File: src/design/edc_ram.sv
module edc_ram #(
  parameter int Width = 8,
  parameter int Depth = 16
) (
  input  logic                     clk,
  input  logic                     wr_en,
  input  logic [$clog2(Depth)-1:0] wr_addr,
  input  logic [Width-1:0]         wr_data,
  input  logic [$clog2(Depth)-1:0] rd_addr,
  output logic [Width-1:0]         rd_data
);

  logic [Width-1:0] mem [Depth];

  // One write port, one registered read port.
  always_ff @(posedge clk) begin
    if (wr_en) begin
      mem[wr_addr] <= wr_data;
    end
    rd_data <= mem[rd_addr];
  end

endmodule

File: config.mk
export PLATFORM = sky130hd
export DESIGN_NAME = edc_ram
export DESIGN_NICKNAME = d
export VERILOG_FILES = /design/src/design/edc_ram.sv
export SDC_FILE = /design/constraint.sdc
export NUM_CORES = 1
export LEC_CHECK = 0
export BUFFER_PORTS_ARGS = -buffer_cell sky130_fd_sc_hd__buf_2
export CORE_MARGIN = 5
export CORE_UTILIZATION = 25
export CTS_BUF_LIST = sky130_fd_sc_hd__clkbuf_16
export DETAILED_ROUTE_END_ITERATION = 10
export GPL_TIMING_DRIVEN = 0
export HOLD_SLACK_MARGIN = 0.03
export PLACE_DENSITY = 0.41
export RECOVER_POWER = 50
export SLEW_MARGIN = 20
export SYNTH_ARGS = -nofsm -noshare
export SYNTH_HDL_FRONTEND = slang
export SYNTH_SLANG_ARGS = --single-unit
export TNS_END_PERCENT = 1
File: constraint.sdc
create_clock -name clk -period 4.15 [get_ports clk]
set_clock_uncertainty 0.05 [all_clocks]
set_input_delay 0.6225 -clock clk [delete_from_list [all_inputs] [get_ports clk]]
set_output_delay 0.6225 -clock clk [all_outputs]
set_load 0.05 [all_outputs]
==> impl_metrics.ini <==
[floorplanning]
row_count = 52
io_pins = 26
die_h_um = 153
fp.dieArea_um2 = 23600
core_area_um2 = 20200
die_w_um = 153
initial_utilization_pct = 25.4

[routing]
avgViaCountPerCell = 4.25
drtAntennaViolNets = 0
firstDrtPassIters = 4
drtIter0Drc = 211
drc = 0
vias = 2369
drt-total-wl_mm = 11.4
wire_per_inst_um = 20.5

[cts]
cts_root_buf = clkbuf_16
cts.repair.resized = 0
numCtsBuffers = 17
cts_tree = built
htreeDepth = 4
insertion_delay_ps = 420
clockBufferDepth = 2
clkSinkCount = 136
cts_setup_buffers = 0
holdBufCountCts = 0
clk_pin_slew_ps = 60

[global_route]
antenna_found_initial = 0
grt_pass1_vias = 2457
grt_util_all_layers_pct = 10.0
grt.overflow.total = 0
grt_max_degree = 17
grt_pass1_wl_mm = 16.6

[yosys]
synth_area_um2 = 5150
synth_cells = 229
ys_seq_area_share_pct = 77.8
synthTopCellsByArea = edfxtp_1 (75%), mux4_2 (7.9%), mux4_1 (7.1%), dfxtp_1 (3.1%), a22oi_1 (2.3%)
synth_area_per_cell_um2 = 22.5
yosysTopAreaCell = edfxtp_1
yosysTopAreaCellShare_pct = 74.7
yosys_warnings = 0
yosysUniqueCellTypes = 19
syn-num-nets = 247
synth-seq-cells = 136

[worst_setup_path]
worstPathBufferInverterCount = 1
worstPathCellList = clkbuf_1, or3b_2, nor2_1
cpPeakStageDelay_ps = 700
end_kind = flop
critPathSlowestCell = nor2_1
crit_family = simple AND/OR/NAND/NOR gates
arrival_ps = 2000
critPathKind = in -> reg
required_ps = 4140
critPathMaxFanout = 8
crit_path_start_kind = primary input

[finish]
fin_nets = 292
final_layout_size_suffix_gt1_share_pct = 25.8
design_area_um2 = 6140
n_antenna_cell = 0
fillers = 1970
multi_input_area_um2 = 1070
regArea_um2 = 4000
postLayoutCoreUtil_pct = 30.4
area_growth_pct = 19.3

[timing]
final.setup.tns_ps = 0
fin_crit_sh_pct = 48.5
rsz0062_at_grt = false
max_slew_margin_pct = 40.2
period_needed_ps = 2010
slew_viol_final = 0
max_freq_ghz = 0.497
worstMarginPinSlew_ps = 893
hold_viol = 0
setup_viol = 0

[power_and_ir_drop]
powerDensity_nw_per_um2 = 499
ir_drop_v = 0.000284
p_leak_uw = 0.00200

[place]
port_buffers = 24
place.gp.congestion = 0.770
dp_hpwl_mm = 7.44
dpl-instance-area_um2 = 5640

[hold_path]
hold_path.class = reg -> reg

[outcome]
status = finished clean

[run]
drv_cap = 0
==> layer usage <==
metal / global-route usage (%) / up-vias / part of all wire [%]
li1: - / 1063 / -
met1: 14.2 / 1225 / 46
met2: 14.4 / 70 / 46
met3: 3.20 / 11 / 6.6
met4: 3.78 / 0 / 1.4
met5: 0 / - / 0
==> cells by family after synthesis <==
logic type             synth area share, %
flip-flops                            77.8
AND/OR/NAND/NOR                       3.18
AO/OA/AOI/OAI                         2.33
buffers and inverters                 1.68
multiplexers                          15.0
==> layout make-up <==
| type | count | share of cell area (%) |
|---|---|---|
| multi-input cells | 83 | 17.5 |
| clock inverters | 15 | 1.59 |
| flip-flops and latches | 136 | 65.2 |
| well taps | 270 | 5.50 |
| plain buffers | 10 | 1.41 |
| repair buffers | 26 | 1.96 |
| clock buffers | 17 | 6.92 |
==> sequential cells by signal (all words and copies together) (netlist names) <==
| register | count |
|---|---|
| mem | 128 |
| rd_data | 8 |
==> per-stage QoR <==
stage / hold WS, ps / total power, uW / instances / setup slack [ps]
3_3_place_gp: 621 / 1760 / 523 / 1230
6_report: 634 / 3060 / 557 / 2140
5_1_grt: 647 / 3170 / 557 / 2090
3_5_place_dp: 628 / 1760 / 525 / 1690
2_1_floorplan: 579 / 1680 / 229 / 1980
4_1_cts: 549 / 3100 / 557 / 2130
==> placed cells by master, fill, tap and decap left out <==
cell and n:
or3b_2 1, nor2b_1 1, nand3b_1 2, clkinv_1 2
nand2_1 9, buf_2 18, clkbuf_16 17, and2_1 1
mux4_2 18, nor3_2 3, dfxtp_1 8, mux4_1 14
inv_1 4, bufinv_16 1, buf_6 3, edfxtp_1 128
nor3_1 1, buf_4 2, clkbuf_1 10, nand3_1 1
a22oi_1 16, clkinvlp_4 2, clkinv_2 6, clkdlybuf4s25_2 3
nor2_1 13, nand2b_1 2, and2b_1 1
==> synthesized netlist by cell type <==
master	instances
a22oi_1	16
nand3_1	1
mux4_2	18
buf_4	1
or3b_2	1
clkdlybuf4s25_2	3
dfxtp_1	8
buf_2	3
nand2b_1	2
nand2_1	9
nand3b_1	2
buf_6	3
nor2b_1	1
edfxtp_1	128
mux4_1	14
nor3_1	4
and2b_1	1
and2_1	1
nor2_1	13
==> power breakdown <==
group / leakage [uW] / switching [uW] / internal, uW / total (uW)
Clock: 0.000272 / 535 / 801 / 1340
Sequential: 0.00122 / 6.48 / 1540 / 1540
Combinational: 0.000500 / 123 / 60.1 / 183
==> tightest hold or removal path: stages, from the launching register on <==
cell	delay, ps
edfxtp_1	310
mux4_2	220
a22oi_1	80
nand2_1	50
==> worst paths after layout <==
check,start,cells past startpoint,slack [ps],end
max,wr_addr[2],3,2140,mem[2][4]$_DFFE_PP_
max reg2reg,mem[0][1]$_DFFE_PP_,3,2540,rd_data[1]$_DFF_P_
min reg2reg,mem[11][7]$_DFFE_PP_,3,630,rd_data[7]$_DFF_P_
min,mem[11][7]$_DFFE_PP_,3,630,rd_data[7]$_DFF_P_
(Power assumes the default switching activity.)
