===== config.mk =====
export PLATFORM = sky130hd
export DESIGN_NAME = edc_back
export DESIGN_NICKNAME = d
export VERILOG_FILES = /design/src/design/edc_pkg.sv /design/src/design/edc_back.sv
export SDC_FILE = /design/constraint.sdc
export NUM_CORES = 2
export LEC_CHECK = 0
export ABC_AREA = 1
export BUFFER_PORTS_ARGS = -buffer_cell sky130_fd_sc_hd__buf_4
export CAP_MARGIN = 20
export CORE_AREA = 2 2 368 461
export CTS_BUF_LIST = sky130_fd_sc_hd__clkbuf_16
export DETAILED_ROUTE_END_ITERATION = 6
export DIE_AREA = 0 0 370 463
export HOLD_SLACK_MARGIN = 0.03
export MAX_ROUTING_LAYER = met4
export PLACE_DENSITY = 0.75
export SLEW_MARGIN = 10
export SYNTH_ARGS = -nofsm -noshare
export SYNTH_HDL_FRONTEND = slang
export SYNTH_SLANG_ARGS = --single-unit

===== constraint.sdc =====
create_clock -name clk -period 11.8 [get_ports clk]
set_input_delay 2.36 -clock clk [delete_from_list [all_inputs] [get_ports clk]]
set_output_delay 2.36 -clock clk [all_outputs]
set_load 0.02 [all_outputs]

===== src/design/edc_pkg.sv =====
package edc_pkg;

  localparam int PointCount = 4096;
  localparam int IdxW = 12;
  localparam int AddrW = $clog2(PointCount);
  localparam int CoordW = 24;
  localparam int DiffW = 25;
  localparam int SqW = 50;
  localparam int LenW = 26;
  localparam int RootW = 25;
  localparam int QueueDepth = 2;

  typedef enum logic {
    ACT_WRITE = 1'b0,
    ACT_EVAL  = 1'b1
  } action_t;

  typedef enum logic [1:0] {
    BK_IDLE,
    BK_READ,
    BK_ROOT,
    BK_DIV
  } back_state_t;

  // One classified edge item handed from the front part to the back part.
  typedef struct packed {
    logic [AddrW-1:0] addr_a;
    logic [AddrW-1:0] addr_b;
    logic             out_a;
    logic             out_b;
    logic [23:0]      rest;
  } edge_item_t;

  typedef struct packed {
    logic push;
    logic full;
  } queue_ctl_t;

endpackage


===== src/design/edc_back.sv =====
module edc_back import edc_pkg::*; (
  input  logic              clk,
  input  logic              rst,
  input  logic              q_valid,
  input  edge_item_t        q_head,
  input  logic [71:0]       rd_data,
  output logic              pop,
  output logic              fetching,
  output logic [AddrW-1:0]  rd_addr,
  output logic              strobe,
  output logic [25:0]       constraint_value,
  output logic [15:0]       grad_x,
  output logic [15:0]       grad_y,
  output logic [15:0]       grad_z,
  output logic              degenerate
);

  back_state_t      state;
  back_state_t      state_next;
  edge_item_t       cur;
  logic [1:0]       phase;
  logic [71:0]      pa;
  logic [DiffW-1:0] d [3];
  logic [DiffW-2:0] mag [3];
  logic [SqW-1:0]   sq;
  logic [SqW-1:0]   rem;
  logic [RootW-1:0] root;
  logic [4:0]       rstep;
  logic [LenW-1:0]  len;
  logic [40:0]      num;
  logic [LenW+1:0]  dvr;
  logic [16:0]      quo;
  logic [40:0]      drem;
  logic [4:0]       dstep;
  logic [1:0]       axis;
  logic [15:0]      g [3];
  logic             started;

  // Reading: phase 0 issues A, phase 1 issues B and latches A, phase 3 uses B.
  assign rd_addr = (phase == 2'd0) ? cur.addr_a : cur.addr_b;
  assign pop = (state == BK_IDLE) && q_valid;
  assign fetching = (state == BK_READ);

  always_comb begin
    state_next = state;
    unique case (state)
      BK_IDLE: if (q_valid) state_next = BK_READ;
      BK_READ: if (phase == 2'd3) state_next = BK_ROOT;
      BK_ROOT: if (rstep == 5'd25) state_next = (sq == '0) ? BK_IDLE : BK_DIV;
      BK_DIV:  if (axis == 2'd2 && dstep == 5'd17) state_next = BK_IDLE;
      default: state_next = BK_IDLE;
    endcase
  end

  always_ff @(posedge clk) begin
    if (rst) begin
      state <= BK_IDLE;
    end else begin
      state <= state_next;
    end
  end

  // Sequential square root, one result bit per cycle.
  logic [SqW-1:0] trial;
  logic [SqW-1:0] rem_sh;
  assign rem_sh = {rem[SqW-3:0], sq[SqW-1-2*rstep[4:0] -: 2]};
  assign trial = {rem_sh[SqW-1:0]} - {{(SqW-RootW-2){1'b0}}, root, 2'b01};

  // Restoring division for one gradient axis, one quotient bit per cycle.
  // The partial remainder starts from the upper bits of the numerator.
  logic [41:0] dtrial;
  assign dtrial = {drem, num[16 - dstep]} - {14'd0, dvr};

  always_ff @(posedge clk) begin
    unique case (state)
      BK_IDLE: begin
        cur <= q_head;
        phase <= 2'd0;
      end
      BK_READ: begin
        phase <= phase + 2'd1;
        if (phase == 2'd1) begin
          pa <= cur.out_a ? 72'd0 : rd_data;
        end
        if (phase == 2'd3) begin
          for (int k = 0; k < 3; k++) begin
            d[k] <= DiffW'(signed'(pa[72-24*k-1 -: 24]))
                    - DiffW'(signed'(cur.out_b ? 24'd0 : rd_data[72-24*k-1 -: 24]));
          end
          started <= 1'b0;
          rstep <= 5'd0;
        end
      end
      BK_ROOT: begin
        if (!started) begin
          for (int k = 0; k < 3; k++) begin
            mag[k] <= d[k][DiffW-1] ? 24'(-d[k]) : d[k][DiffW-2:0];
          end
          started <= 1'b1;
          rstep <= 5'd0;
          rem <= '0;
          root <= '0;
          sq <= '0;
        end else if (rstep == 5'd0 && sq == '0 && root == '0 && rem == '0
                     && !phase[0]) begin
          sq <= SqW'(mag[0] * mag[0]) + SqW'(mag[1] * mag[1])
                + SqW'(mag[2] * mag[2]);
          phase[0] <= 1'b1;
        end else if (rstep < 5'd25) begin
          rem <= trial[SqW-1] ? rem_sh : trial;
          root <= {root[RootW-2:0], !trial[SqW-1]};
          rstep <= rstep + 5'd1;
        end else begin
          len <= (rem > SqW'(root)) ? LenW'(root) + 26'd1 : LenW'(root);
          axis <= 2'd0;
          dstep <= 5'd0;
          drem <= 41'(mag[0][23:1]);
          quo <= '0;
          num <= 41'(mag[0]) << 16;
          dvr <= (rem > SqW'(root)) ? 28'(root) + 28'd1 : 28'(root);
          for (int k = 0; k < 3; k++) g[k] <= '0;
        end
      end
      BK_DIV: begin
        if (dstep < 5'd17) begin
          drem <= dtrial[41] ? {drem[39:0], num[16 - dstep]} : dtrial[40:0];
          quo <= {quo[15:0], !dtrial[41]};
          dstep <= dstep + 5'd1;
        end else begin
          // quo = floor(mag*2^16/len); round half: (q+1)/2.
          logic [16:0] q;
          logic [15:0] sat;
          q = (quo + 17'd1) >> 1;
          if (d[axis][DiffW-1]) begin
            sat = (q > 17'd32768) ? 16'h8000 : 16'(-q);
          end else begin
            sat = (q > 17'd32767) ? 16'h7FFF : q[15:0];
          end
          g[axis] <= sat;
          axis <= axis + 2'd1;
          dstep <= 5'd0;
          drem <= 41'(mag[(axis == 2'd0) ? 1 : 2][23:1]);
          quo <= '0;
          num <= 41'(mag[(axis == 2'd0) ? 1 : 2]) << 16;
        end
      end
      default: ;
    endcase
  end

  // Result register, shown for one cycle.
  logic done;
  assign done = (state == BK_ROOT && rstep == 5'd25 && sq == '0)
             || (state == BK_DIV && axis == 2'd2 && dstep == 5'd17);

  always_ff @(posedge clk) begin
    if (rst) begin
      strobe <= 1'b0;
    end else begin
      strobe <= done;
    end
  end

  logic [15:0] gz_fin;
  logic [16:0] qz;
  assign qz = (quo + 17'd1) >> 1;
  assign gz_fin = d[2][DiffW-1] ? ((qz > 17'd32768) ? 16'h8000 : 16'(-qz))
                                : ((qz > 17'd32767) ? 16'h7FFF : qz[15:0]);

  always_ff @(posedge clk) begin
    if (done) begin
      degenerate <= (sq == '0);
      constraint_value <= (sq == '0) ? -26'(cur.rest) : len - 26'(cur.rest);
      grad_x <= (sq == '0) ? 16'd0 : g[0];
      grad_y <= (sq == '0) ? 16'd0 : g[1];
      grad_z <= (sq == '0) ? 16'd0 : gz_fin;
    end
  end

  a_pop_idle: assert property (@(posedge clk) disable iff (rst)
    pop |=> state == BK_READ) else $error("pop outside idle");
  a_strobe_pulse: assert property (@(posedge clk) disable iff (rst)
    strobe |=> !strobe) else $error("strobe longer than a cycle");
  a_degen_zero: assert property (@(posedge clk) disable iff (rst)
    (strobe && degenerate) |-> grad_x == 16'd0 && grad_y == 16'd0 && grad_z == 16'd0)
    else $error("degenerate gradient");

endmodule


==> results.ini <==
[status]
status=complete, but fails checks
violations=design-rule violations

[place]
portBuffers=214
placed_area_mm2=0.0904
dp_hpwl_mm=190
place_congestion=1.00

[routing]
vias_per_cell=5.24
drt_pass1_iterations=7
drc=10
drt-initial-drc-count=4399
wl_per_cell_um=19.1
postRouteAntennaNets=0
wirelength_mm=233
num_vias=63800

[clocking]
cts_tree=built
post_cts_resized=0
clockBufferDepth=3
cts_root_buf=clkbuf_16
ctsHoldBuffers=0
clock_sinks=617
cts_buffers=70
htreeDepth=3
clk_pin_slew_worst_paths_ps=60
worstSkewPairLatency_ps=720
post-cts-setup-buffers=0

[timing]
max_slew_margin=0.238
max_freq_mhz=104
post-route-min-period_ps=9580
setup_viol=0
drv_slew=0
fin_tns_setup_ps=0
tightest_slew_ps=1140
rsz0062_at_grt=no
final_hold_viol_count=0
finalCritPeriodShare=0.812
hold_slack_ps=546
fin_skew_ps=47.9

[synth]
ys.warnings.count=0
yosysMostFrequentCell=inv_1
synth_cell_types=60
async_flop_share=0
synth_top_area_cell=fa_1
synthTopCellsByCount=2955 x inv_1, 1708 x nand2_1, 1462 x fa_1
ys_top_cells_by_area=fa_1 34%, edfxtp_1 21%, inv_1 13%
avgSynthCellArea_um2=8.80
synth_top_area_share=0.339
ys_seq_area_frac=0.214
synthesis.area_mm2=0.0863
synth_ff_type=edfxtp_1
synth_edf_count=612
synth_seq_cells=617
synth.net_count=12100
synthCells=9813

[critical_path]
cp_slowest_cell=edfxtp_1
critical_path_class=reg -> reg
crit_path_end=sq[43]$_SDFFCE_PN0P_
r2r-start=mag[0][8]$_DFFE_PP_
slowest_delay_ps=780
crit_start=mag[0][8]$_DFFE_PP_
r2r_slack_ps=2220
crit_required_ps=12320
start_kind=flip-flop
critPathArrivalTime_ps=10090
reg2reg_depth=30
crit_top_cell=fa_1
endpoint_kind=flip-flop
path_max_fanout=17
r2r-end=sq[43]$_SDFFCE_PN0P_

[global_routing]
grtUsageTotal=0.289
gr-total-overflow=0
grt_pass1_vias=69800
grt_max_degree=76
grt_pass1_wl_mm=371
antenna_found_initial=4

[finish]
regArea_mm2=0.0185
drive_above_1_share=0.0485
area_growth_pct=7.49
fill_cells=14700
multi_input_comb_area_mm2=0.0557
fin_nets=12200
fin_area_mm2=0.0928

[floorplanning]
die_height_um=463
pin_count=215
die-area_mm2=0.171
coreArea_mm2=0.167
die_w_um=370
start_util=0.517
num_rows=168

[job]
drv_cap=0

[min_path]
hold_path.class=reg -> reg

-- critical path, delay by kind of cell (launching register included) --
| kind | cells | cell delay, ps |
|---|---|---|
| fa+ha+maj | 11 | 5430 |
| compound gates | 5 | 1330 |
| flops | 1 | 780 |
| buf+inv | 7 | 830 |
| simple gates | 7 | 960 |
-- logic make-up (layout without fill, tap and decap cells) --
family,count (synthesis),count (layout),synth area share
buffers and inverters,3240,3402,0.142
and+or+nand+nor,2706,2706,0.126
adders and majority gates,2119,2119,0.434
AOI/OAI and AO/OA,824,824,0.0522
DFF,617,617,0.214
xor gates and xnor gates,295,295,0.0299
muxes,12,12,0.00157
other,0,3,0
-- routing by layer --
metal	up-vias	wire, um	share of wire	track usage
met5	-	0	0	-
met4	0	21000	0.090	0.212
met3	881	13200	0.056	0.0394
met2	2275	117000	0.50	0.484
met1	31400	81500	0.35	0.313
li1	29300	-	-	-
-- area by class of cell --
class | instances | share of cell area
inverters | 2967 | 0.120
diodes | 3 | 0.0000809
multi-input cells | 5956 | 0.600
clock inverters | 54 | 0.00643
well taps | 2210 | 0.0298
clock buffers | 70 | 0.0189
flip-flops and latches | 617 | 0.199
repair buffers | 311 | 0.0258
-- worst min path at each step --
stage	start	cells after the start	end
floorplan	d[1][0]$_DFFE_PP_	0	mag[1][0]$_DFFE_PP_
global placement	state[1]$_SDFFE_PP0P_	3	state[1]$_SDFFE_PP0P_
detailed placement	g[0][14]$_SDFFCE_PN0P_	2	grad_x[14]$_SDFFCE_PP0P_
CTS	g[0][14]$_SDFFCE_PN0P_	2	grad_x[14]$_SDFFCE_PP0P_
global route	rem[5]$_SDFFCE_PN0P_	2	rem[7]$_SDFFCE_PN0P_
finish	g[0][14]$_SDFFCE_PN0P_	2	grad_x[14]$_SDFFCE_PP0P_
-- cells in the final DEF (no fill, tap or decap), drive strengths merged, types with 24 or more instances in the layout --
cell type	instances
nor3	67
xor2	185
nor4	40
xnor2	110
clkinv	29
nand3	157
a21oi	407
fa	1462
nand2	1721
nand4	46
o21ai	259
ha	657
o21a	24
nor2	637
inv	2980
clkbuf	70
a31oi	35
edfxtp	612
buf	311
-- through the flow --
stage	instances	utilization	setup slack, ps
global placement	12100	0.541	2320
detailed placement	12100	0.541	2440
finish	12200	0.555	2220
global route	12200	0.555	1780
floorplan	9813	-	3510
CTS	12200	0.555	2370
-- state kept, by name, indices dropped and copies added, names as in the netlist, 12 cells and up, named ones only --
signal            flops
grad_y               16
grad_x               16
mag                  72
pa                   72
d                    75
cur                  50
grad_z               16
constraint_value     26
sq                   50
quo                  17
len                  25
drem                 41
root                 25
g                    32
num                  12
rem                  50
Power is left out: the tool's default activity adds up to more than one toggle a clock period on the data nets, which glitch-free logic cannot reach.
