### src/design/edc_pkg.sv
package edc_pkg;

  localparam int PointCount = 4096;
  localparam int IdxW = 12;
  localparam int AddrW = $clog2(PointCount);
  localparam int CoordW = 24;
  localparam int DiffW = 25;
  localparam int SqW = 50;
  localparam int LenW = 26;
  localparam int RootW = 25;
  localparam int QueueDepth = 2;

  typedef enum logic {
    ACT_WRITE = 1'b0,
    ACT_EVAL  = 1'b1
  } action_t;

  typedef enum logic [1:0] {
    BK_IDLE,
    BK_READ,
    BK_ROOT,
    BK_DIV
  } back_state_t;

  // One classified edge item handed from the front part to the back part.
  typedef struct packed {
    logic [AddrW-1:0] addr_a;
    logic [AddrW-1:0] addr_b;
    logic             out_a;
    logic             out_b;
    logic [23:0]      rest;
  } edge_item_t;

  typedef struct packed {
    logic push;
    logic full;
  } queue_ctl_t;

endpackage

### src/design/edc_front.sv
module edc_front import edc_pkg::*; (
  input  logic              clk,
  input  logic              rst,
  input  logic              start,
  input  logic              action,
  input  logic [IdxW-1:0]   point_index,
  input  logic [IdxW-1:0]   first_index,
  input  logic [IdxW-1:0]   second_index,
  input  logic [23:0]       rest_length,
  input  logic              pop,
  input  logic              fetching,
  output logic              busy,
  output logic              wr_en,
  output logic [AddrW-1:0]  wr_addr,
  output logic              q_valid,
  output edge_item_t        q_head
);

  edge_item_t       slots [QueueDepth];
  logic             rd_ptr;
  logic             wr_ptr;
  logic [1:0]       count;
  logic             accept;
  queue_ctl_t       ctl;
  edge_item_t       item;

  // The queue holds classified edges until the back part takes them.
  // A write waits while an edge still has to read its endpoints.
  assign ctl.full = (count == 2'(QueueDepth));
  assign busy = ctl.full
                || ((action_t'(action) == ACT_WRITE) && (q_valid || fetching));
  assign accept = start && !busy;
  assign ctl.push = accept && (action_t'(action) == ACT_EVAL);

  // Writes go to the store at once; out-of-range writes are dropped.
  assign wr_en = accept && (action_t'(action) == ACT_WRITE)
                 && ({8'd0, point_index} < 20'(PointCount));
  assign wr_addr = AddrW'(point_index);

  always_comb begin
    item.addr_a = AddrW'(first_index);
    item.addr_b = AddrW'(second_index);
    item.out_a = !({8'd0, first_index} < 20'(PointCount));
    item.out_b = !({8'd0, second_index} < 20'(PointCount));
    item.rest = rest_length;
  end

  always_ff @(posedge clk) begin
    if (ctl.push) begin
      slots[wr_ptr] <= item;
    end
  end

  always_ff @(posedge clk) begin
    if (rst) begin
      rd_ptr <= 1'b0;
      wr_ptr <= 1'b0;
      count <= 2'd0;
    end else begin
      if (ctl.push) begin
        wr_ptr <= !wr_ptr;
      end
      if (pop) begin
        rd_ptr <= !rd_ptr;
      end
      count <= count + 2'(ctl.push) - 2'(pop);
    end
  end

  assign q_valid = (count != 2'd0);
  assign q_head = slots[rd_ptr];

  a_no_overflow: assert property (@(posedge clk) disable iff (rst)
    ctl.full |-> !ctl.push) else $error("queue overflow");
  a_no_underflow: assert property (@(posedge clk) disable iff (rst)
    pop |-> q_valid) else $error("queue underflow");
  a_count_step: assert property (@(posedge clk) disable iff (rst)
    (ctl.push && !pop) |=> count == $past(count) + 2'd1) else $error("count");

endmodule

### config.mk
export PLATFORM = sky130hd
export DESIGN_NAME = edc_front
export DESIGN_NICKNAME = d
export VERILOG_FILES = /design/src/design/edc_pkg.sv /design/src/design/edc_front.sv
export SDC_FILE = /design/constraint.sdc
export NUM_CORES = 1
export LEC_CHECK = 0
export BUFFER_PORTS_ARGS = -buffer_cell sky130_fd_sc_hd__buf_2
export CAP_MARGIN = 40
export CORE_ASPECT_RATIO = 0.9
export CORE_MARGIN = 3
export CORE_UTILIZATION = 50
export DETAILED_ROUTE_END_ITERATION = 6
export GPL_TIMING_DRIVEN = 0
export PLACE_DENSITY = 0.89
export SYNTH_ARGS = -nofsm -noshare
export SYNTH_HDL_FRONTEND = slang
export SYNTH_SLANG_ARGS = --single-unit
### constraint.sdc
create_clock -name clk -period 9.19 [get_ports clk]
set_input_delay 2.757 -clock clk [delete_from_list [all_inputs] [get_ports clk]]
set_output_delay 2.757 -clock clk [all_outputs]
set_load 0.01 [all_outputs]
==> metrics, run 1 <==
clk slew on worst S/H paths=~0.09 ns; Cell Pwr Density=approximately 200 nW/um^2; Via density=4.86; hold path cells=2; total number of vias=between 2,000 and 2,500; reg-to-reg startpoint=count[0]; vias in the first global route=approximately 2,100; VDD IR max=roughly 0.00015 V; post-layout util=0.669; critical path startpoint category=primary input; Routed WL per cell=16.2 microns; most frequent cells in the layout=buf_2, edfxtp_1, mux2_2, mux2_4, buf_4; synth warn=0; Synth Register Bits=around 100; setup bufs post-CTS=0; Critical Path RT=about 6.4 ns; hold buffers post-CTS=0; clk_lat worst skew=between 0.3 and 0.4 ns; Port Buffers=approximately 120; Layout Area Growth over Synthesis=25.1%; DRT antenna net count=0; GR Overflow Total=0; initial antenna violation count=0; TritonCTS clock tree=built; All-Layer GR Usage=0.152; non-filler instance count after layout=between 400 and 500; num ports=roughly 130; Finish-stage setup viols=0; DP Wirelength=between 4000 and 5000 microns; Hold WC Path Type=reg -> reg; Leak=~1.9 nW; Inst Count DP=404; most used cell, CP=buf_2; Clock Skew=between 0.006 and 0.007 ns; CP max stage delay=between 0.2 and 0.3 ns; Residual DRC=0; crit-path max FO=2; core footprint=between 7000 and 8000 sq um; Fmax achieved=about 0.16 GHz; status=finished clean; Hold Path Origin=count[1]; CTS sink count=101; Die H=89.8 microns; pin count of the biggest net entering global routing=30; max_slew headroom=0.579; Die X=just under 100 microns; die area=8900 sq um; final net count=390; CTS root buf=clkbuf_8; RSZ-0062 raised after global routing=false; max-cap violations=0; R2R depth=4; synthesized cell area=3900 sq um; count of different cell masters after synthesis=21; post-cts gate resize count=0; first-pass GRT wire length=~10,000 microns; crit path DAT=roughly 3.3 ns; Antenna diodes=0; layout cells sized above 1=0.630; RD Place Congestion=between 0.7 and 0.8; Worst-Margin Slew=0.630 ns; synthesized instance count=192; synthesized area per cell=approximately 20 sq um; Tmin final=6.07 ns; r2r setup slk=around 7.3 ns; critical path class=in -> out; H-Tree Depth=3; Initial Util=0.535; DRT Pass-1 Iters=4; final hold violation count=0; Seq/Total Area, Yosys=0.764; Site Rows=29; cell chain of the critical path=buf_2 > nor4b_2 > buf_2; Crit-path slowest cell=nor4b_2; Tcrit/Tclk final=0.661; clock buffer depth=2; Post-Route WL=between 6000 and 7000 microns; leading cell type in the layout, fill and taps excluded=buf_2; initial DRC count=38; setup TNS=0 ns; Final Max Slew Viols=0; CP Capture Type=output port; Critical path origin=fetching; total CTS buffers=9
==> per-stage QoR <==
step | area, sq um | power [mW] | hold WS (ns) | setup slack, ns
floorplan | 3910 | 0.622 | 0.480 | 3.32
global placement | 4600 | 0.669 | 0.496 | 2.71
detailed placement | 4660 | 0.677 | 0.533 | 3.12
CTS | 4880 | 0.977 | 0.548 | 3.12
global route | 4880 | 1.01 | 0.583 | 3.11
finish | 4880 | 0.965 | 0.543 | 3.12
==> flip-flops by register name, indices dropped and copies added (netlist names), named ones only <==
signal  flops
slots      96
count       2
rd_ptr      1
wr_ptr      1
==> area by class of cell <==
| cell class | instances | area [sq um] |
|---|---|---|
| Sequential cell | 101 | 2980 |
| Fill cell | 510 | 2410 |
| Multi-Input combinational cell | 71 | 782 |
| Timing Repair Buffer | 118 | 621 |
| Buffer | 19 | 149 |
| Clock buffer | 10 | 128 |
| Tap cell | 93 | 116 |
| Clock inverter | 6 | 95.1 |
| Inverter | 2 | 7.51 |
==> cell usage after synthesis, drive strengths merged <==
master | count | area share
o21ai | 1 | 0.0013
nor2 | 8 | 0.0077
xor2 | 1 | 0.0022
nor3 | 1 | 0.0013
and2 | 1 | 0.0016
nor2b | 1 | 0.0016
dfxtp | 5 | 0.026
ha | 2 | 0.0064
inv | 2 | 0.0019
conb | 1 | 0.00096
or2 | 1 | 0.0016
nor4b | 1 | 0.0038
xnor2 | 1 | 0.0022
buf | 19 | 0.038
edfxtp | 96 | 0.74
nand2b | 1 | 0.0016
mux2 | 49 | 0.16
nand3 | 1 | 0.0026
==> worst paths after layout <==
kind                                endpoint
worst max register to register  slots[0][18]
worst min register to register      count[1]
worst min-delay path                count[1]
worst max-delay path                   wr_en
==> logic make-up after synthesis <==
family,share of synthesized area
AOI/OAI and AO/OA,0.00128
xor gates and xnor gates,0.00449
adders and majority gates,0.00641
buffers and inverters,0.0401
DFF,0.764
muxes,0.161
other,0.000961
and+or+nand+nor,0.0218
==> power breakdown <==
| part | internal, mW | total, mW | switching (mW) |
|---|---|---|---|
| Clock | 0.156 | 0.301 | 0.145 |
| Sequential | 0.528 | 0.535 | 0.00706 |
| Combinational | 0.0658 | 0.129 | 0.0629 |
| Total | 0.750 | 0.965 | 0.215 |
==> metal layers <==
metal,GRT usage,wire [microns]
met4,0.0478,78
met5,0,0
met1,0.172,2480
met3,0.0542,548
met2,0.268,3690
==> critical path, delay by kind of cell <==
kind	cells	cell delay [ns]
and+or+nand+nor	1	0.27
buffers and inverters	2	0.29
(Power assumes the default switching activity.)
==> inputs of run 2 (changes only) <==
--- a/config.mk
+++ b/config.mk
@@ -5,6 +5,7 @@
 export SDC_FILE = /design/constraint.sdc
 export NUM_CORES = 1
 export LEC_CHECK = 0
+export ABC_AREA = 1
 export BUFFER_PORTS_ARGS = -buffer_cell sky130_fd_sc_hd__buf_2
 export CAP_MARGIN = 40
 export CORE_ASPECT_RATIO = 0.9
==> constraint.sdc (replaced) <==
create_clock -name clk -period 6.35 [get_ports clk]
set_input_delay 1.905 -clock clk [delete_from_list [all_inputs] [get_ports clk]]
set_output_delay 1.905 -clock clk [all_outputs]
set_load 0.01 [all_outputs]
==> run 2 against run 1 <==
Against the previous run:
- final cell count up 2.9%
- cell area barely moved
- count of clock-buffer cells in the layout up 1
- via count grew 4.0%
- non-clock buffer count unchanged
- critical path type unchanged
==> metrics, run 2 <==
critical path startpoint category=primary input; Antenna diodes=0; GR Overflow Total=0; Routed WL per cell=about 16 microns; H-Tree Depth=3; biggest regs=slots (96), count (2); Crit-path slowest cell=nor2_1; clk slew on worst S/H paths=0.09 ns; crit-path max FO=2; Clock Skew=around 0.0055 ns; Hold WC Path Type=reg -> reg; Tmin final=between 4 and 5 ns; worst setup margin=2.04 ns; Inst Count DP=about 420; DRT antenna net count=0; die area=8930 sq um; Site Rows=29; Design Area, Final=around 4900 sq um; synth cell count leaders=edfxtp_1, mux2_2, mux2_4, buf_4, inv_1; CTS sink count=~100; RSZ-0062 raised after global routing=false; DP Wirelength=around 5000 microns; Placed Area=between 4000 and 5000 sq um; RD Place Congestion=~0.71; top cell family by delay on the critical path=buffers and inverters; Post-synth EDFFs=96; setup bufs post-CTS=0; clk_lat worst skew=roughly 0.34 ns; Via density=a little under 5; top post-synthesis cells by area=edfxtp_1, mux2_2, mux2_4; synthesized cell area=roughly 4000 sq um; pin count of the biggest net entering global routing=30; CP Capture Type=output port; Die H=89.9 microns; All-Layer GR Usage=0.152; initial antenna violation count=0; post-synth top area share=0.736; setup TNS=0 ns; clock buffer depth=2; Worst-Margin Slew=around 0.65 ns; synthesized area per cell=roughly 19 sq um; Synth Register Bits=a little over 100; CP max stage delay=around 0.12 ns; non-filler instance count after layout=~430; final net count=approximately 400; Final Total Pwr=roughly 1.4 mW; synth warn=0; synthesized instance count=just over 200; cell chain of the critical path=buf_2 > nor2_1 > nand4_1 > inv_1 > buf_2; Post-Route WL=6830 microns; Leak=between 1.5 and 2 nW; Cell Pwr Density=282 nW/um^2; Port Buffers=between 100 and 150; Tcrit/Tclk final=0.679; num ports=131; FFs w/ async S/R, synth=0; Final Max Slew Viols=0; top cell type by total area after synthesis=edfxtp_1; core footprint=7330 sq um; Fmax achieved=around 0.23 GHz; max reg flops=between 90 and 100; ys flop type=edfxtp_1; TritonCTS clock tree=built; Residual DRC=0; VDD IR max=0.000172 V; layout cells sized above 1=0.593; crit path DAT=approximately 2.4 ns; Fillers=538; CTS root buf=clkbuf_8; count of different cell masters after synthesis=17; Die X=just under 100 microns; Reg with most FFs=slots; cell with the most instances after synthesis=edfxtp_1; most used cell, CP=buf_2; Seq/Total Area, Yosys=0.762; max-cap violations=0; most frequent cells in the layout=buf_2, edfxtp_1, mux2_2, mux2_4, buf_4; Finish-stage setup viols=0; vias in the first global route=~2,300; Layout Area Growth over Synthesis=24.6%; DRT Pass-1 Iters=4; leading cell type in the layout, fill and taps excluded=buf_2; initial DRC count=between 60 and 70; status=finished clean; Critical Path RT=~4.5 ns; critical path class=in -> out; Setup WS pre-CTS=slightly above 2 ns; Initial Util=0.534; post-cts gate resize count=0; Buf/Inv on CP=3; max_slew headroom=0.563; total number of vias=about 2,100; total CTS buffers=9; first-pass GRT wire length=between 10,000 and 15,000 microns; final hold violation count=0; hold buffers post-CTS=0
==> run 2: final cells by class <==
type                    instances  area, sq um  area share
flip-flops and latches        101         2980       0.611
multi-input cells              73          749       0.154
repair buffers                118          621       0.127
plain buffers                  19          149      0.0305
clock buffers                  11          131      0.0269
well taps                      93          116      0.0239
clock inverters                 5         83.8      0.0172
inverters                      12         45.0     0.00923
==> run 2: kinds of logic after synthesis <==
logic type,after synthesis,synth area share
adders and majority gates,2,0.00639
DFF,101,0.762
xor gates and xnor gates,1,0.00224
and+or+nand+nor,18,0.0192
other,1,0.000958
muxes,48,0.157
buffers and inverters,31,0.0495
AOI/OAI and AO/OA,2,0.00255
==> run 2: worst paths after layout <==
check | from | slack, ns | cells past startpoint | to
worst max-delay path | fetching | 2.04 | 5 | wr_en
worst min-delay path | wr_ptr | 0.58 | 4 | wr_ptr
worst max register to register | count[0] | 4.49 | 5 | slots[0][45]
worst min register to register | wr_ptr | 0.58 | 4 | wr_ptr
==> run 2: layer usage <==
| layer | global-route usage | vias up | part of all wire |
|---|---|---|---|
| met1 | 0.158 | 1020 | 0.38 |
| met2 | 0.287 | 96 | 0.54 |
| met4 | 0.0523 | 0 | 0.0070 |
| met3 | 0.0449 | 6 | 0.079 |
| li1 | - | 1001 | - |
| met5 | 0 | - | 0 |
==> run 2: through the flow <==
step | utilization | hold slack, ns
global placement | 0.630 | 0.495
global route | 0.666 | 0.611
detailed placement | 0.636 | 0.549
floorplan | - | 0.480
CTS | 0.666 | 0.571
finish | 0.666 | 0.575
==> run 2: where the power goes <==
group / switching, mW / internal, mW / total, mW
registers: 0.00883 / 0.761 / 0.770
clock network: 0.200 / 0.224 / 0.424
logic: 0.0890 / 0.0909 / 0.180
total: 0.298 / 1.08 / 1.37
==> run 2: worst reg2reg max path, cell delays in order (launching register included) <==
cell and delay, ns:
dfxtp_1 0.37, inv_1 0.06, nand2_1 0.11, nand3_1 0.18, nor2_4 0.55, buf_12 0.28
==> inputs of run 3 (changes only) <==
--- a/config.mk
+++ b/config.mk
@@ -5,15 +5,15 @@
 export SDC_FILE = /design/constraint.sdc
 export NUM_CORES = 1
 export LEC_CHECK = 0
-export ABC_AREA = 1
+export ABC_AREA = 0
 export BUFFER_PORTS_ARGS = -buffer_cell sky130_fd_sc_hd__buf_2
 export CAP_MARGIN = 40
 export CORE_ASPECT_RATIO = 0.9
 export CORE_MARGIN = 3
-export CORE_UTILIZATION = 50
+export CORE_UTILIZATION = 45
 export DETAILED_ROUTE_END_ITERATION = 6
 export GPL_TIMING_DRIVEN = 0
-export PLACE_DENSITY = 0.89
+export PLACE_DENSITY = 0.85
 export SYNTH_ARGS = -nofsm -noshare
 export SYNTH_HDL_FRONTEND = slang
 export SYNTH_SLANG_ARGS = --single-unit
==> constraint.sdc (replaced) <==
create_clock -name clk -period 3.7 [get_ports clk]
set_input_delay 1.11 -clock clk [delete_from_list [all_inputs] [get_ports clk]]
set_output_delay 1.11 -clock clk [all_outputs]
set_load 0.01 [all_outputs]
==> run 3 against run 2 <==
Against the previous run:
- sequential share of layout area down 0.28 points
- first-iteration DRC count fell by 1.5%
- combinational power increased by 76%
- largest power group unchanged
- largest cell class unchanged
- via count shrank 4.6%
- power increased by 74%
- register-to-register slack worse by 2.7 ns
- flip-flop and latch count stayed put
- worst setup slack got worse by 1.1 ns
- global-route usage shrank 1.7 points
- cell area rose by 0.46%
- routed wire length is 2.7% lower
- clock skew increased by 0.0047 ns
==> metrics, run 3 (same netlist as run 1, synthesis figures left out) <==
leading cell type in the layout, fill and taps excluded=buf_2; TritonCTS clock tree=built; All-Layer GR Usage=0.135; Placed Area=about 4700 sq um; DP Wirelength=between 4000 and 5000 microns; total CTS buffers=9; max-cap violations=0; WHS Endpoint=rd_ptr; CP max stage delay=0.24 ns; RD Place Congestion=between 0.6 and 0.7; CP Capture Type=output port; Final Total Pwr=about 2.4 mW; Clock Skew=between 0.01 and 0.015 ns; pin count of the biggest net entering global routing=27; CTS sink count=slightly above 100; Site Rows=31; clk_lat worst skew=0.36 ns; Cell Pwr Density=487 nW/um^2; Via density=4.58; max_slew headroom=0.520; top cell family by delay on the critical path=buffers and inverters; R2R Path End=slots[1][22]; Leak=1.92 nW; status=finished clean; R2R depth=4; hold buffers post-CTS=0; Fillers=655; Finish-stage setup viols=0; Hold Path Origin=rd_ptr; r2r setup slk=around 1.8 ns; Inst Count DP=426; core footprint=slightly above 8000 sq um; cell chain of the critical path=buf_2 > nor4b_2 > buf_2; Crit-path slowest cell=nor4b_2; Critical Path RT=2.59 ns; Reg with most FFs=slots; Routed WL per cell=roughly 15 microns; Layout Area Growth over Synthesis=25.6%; Residual DRC=0; reg-to-reg startpoint=count[0]; hold path cells=2; Initial Util=0.475; Tmin final=between 2 and 3 ns; vias in the first global route=2,207; setup TNS=0 ns; H-Tree Depth=3; post-cts gate resize count=0; Post-Route WL=around 6600 microns; Final Max Slew Viols=0; crit-path max FO=3; biggest regs=slots (96), count (2); RSZ-0062 raised after global routing=false; Hold WC Path Type=reg -> reg; post-layout util=0.596; Fmax achieved=approximately 0.36 GHz; setup bufs post-CTS=0; Buf/Inv on CP=2; Port Buffers=~120; CTS root buf=clkbuf_8; most frequent cells in the layout=buf_2, edfxtp_1, mux2_2, mux2_4, buf_4; final hold violation count=0; Worst-Margin Slew=0.719 ns; die area=a little under 10,000 sq um; initial antenna violation count=0; final net count=between 300 and 400; num ports=about 130; GR Overflow Total=0; DRT antenna net count=0; crit path DAT=about 1.6 ns; DRT Pass-1 Iters=4; most used cell, CP=buf_2; Die X=104 microns; initial DRC count=64; Antenna diodes=0; critical path class=in -> out; total number of vias=between 2,000 and 2,500; VDD IR max=0.000294 V; Tcrit/Tclk final=0.743; non-filler instance count after layout=roughly 440; clock buffer depth=2; max reg flops=96; Die H=94.3 microns; critical path depth in cells=3; layout cells sized above 1=0.627; clk slew on worst S/H paths=~0.090 ns; Design Area, Final=about 5000 sq um; first-pass GRT wire length=roughly 10,000 microns; critical path startpoint category=primary input
run 3: worst max-delay path by stage:
stage | start | to | slack, ns
2_1_floorplan | action | slots[0][0] | 0.01
3_3_place_gp | action | slots[1][37] | -1.14
3_5_place_dp | action | wr_en | 0.95
4_1_cts | action | wr_en | 0.94
5_1_grt | action | wr_en | 0.92
6_report | action | wr_en | 0.95
run 3: tightest hold or removal path, stage by stage, from the launching register on:
cell and delay [ns]:
dfxtp_1 0.35, xnor2_1 0.09, nor2_1 0.07
run 3: area by class of cell:
class / count / area, sq um / area share
multi-input cells: 71 / 782 / 0.160
plain buffers: 19 / 149 / 0.0304
clock inverters: 5 / 83.8 / 0.0171
flip-flops and latches: 101 / 2980 / 0.609
well taps: 115 / 144 / 0.0294
inverters: 2 / 7.51 / 0.00153
repair buffers: 118 / 621 / 0.127
clock buffers: 11 / 131 / 0.0268
run 3: stage by stage:
step | setup WS [ns] | hold slack [ns]
floorplan | 0.0121 | 0.480
global placement | -1.14 | 0.496
finish | 0.953 | 0.537
global route | 0.919 | 0.563
CTS | 0.942 | 0.535
detailed placement | 0.947 | 0.504
run 3: power by group:
| group | switching (mW) | total (mW) | leakage, nW | internal, mW |
|---|---|---|---|---|
| sequential | 0.0166 | 1.33 | 0.920 | 1.31 |
| clock | 0.359 | 0.743 | 0.100 | 0.384 |
| combinational | 0.153 | 0.317 | 0.904 | 0.163 |
run 3: metal layers:
layer / vias to the layer above / GRT usage / wire length [microns] / share of wire
met5: - / 0 / 0 / 0
met4: 0 / 0.0365 / 32 / 0.0048
met3: 6 / 0.0718 / 610 / 0.092
met2: 88 / 0.238 / 3440 / 0.52
met1: 960 / 0.143 / 2570 / 0.39
li1: 972 / - / - / -
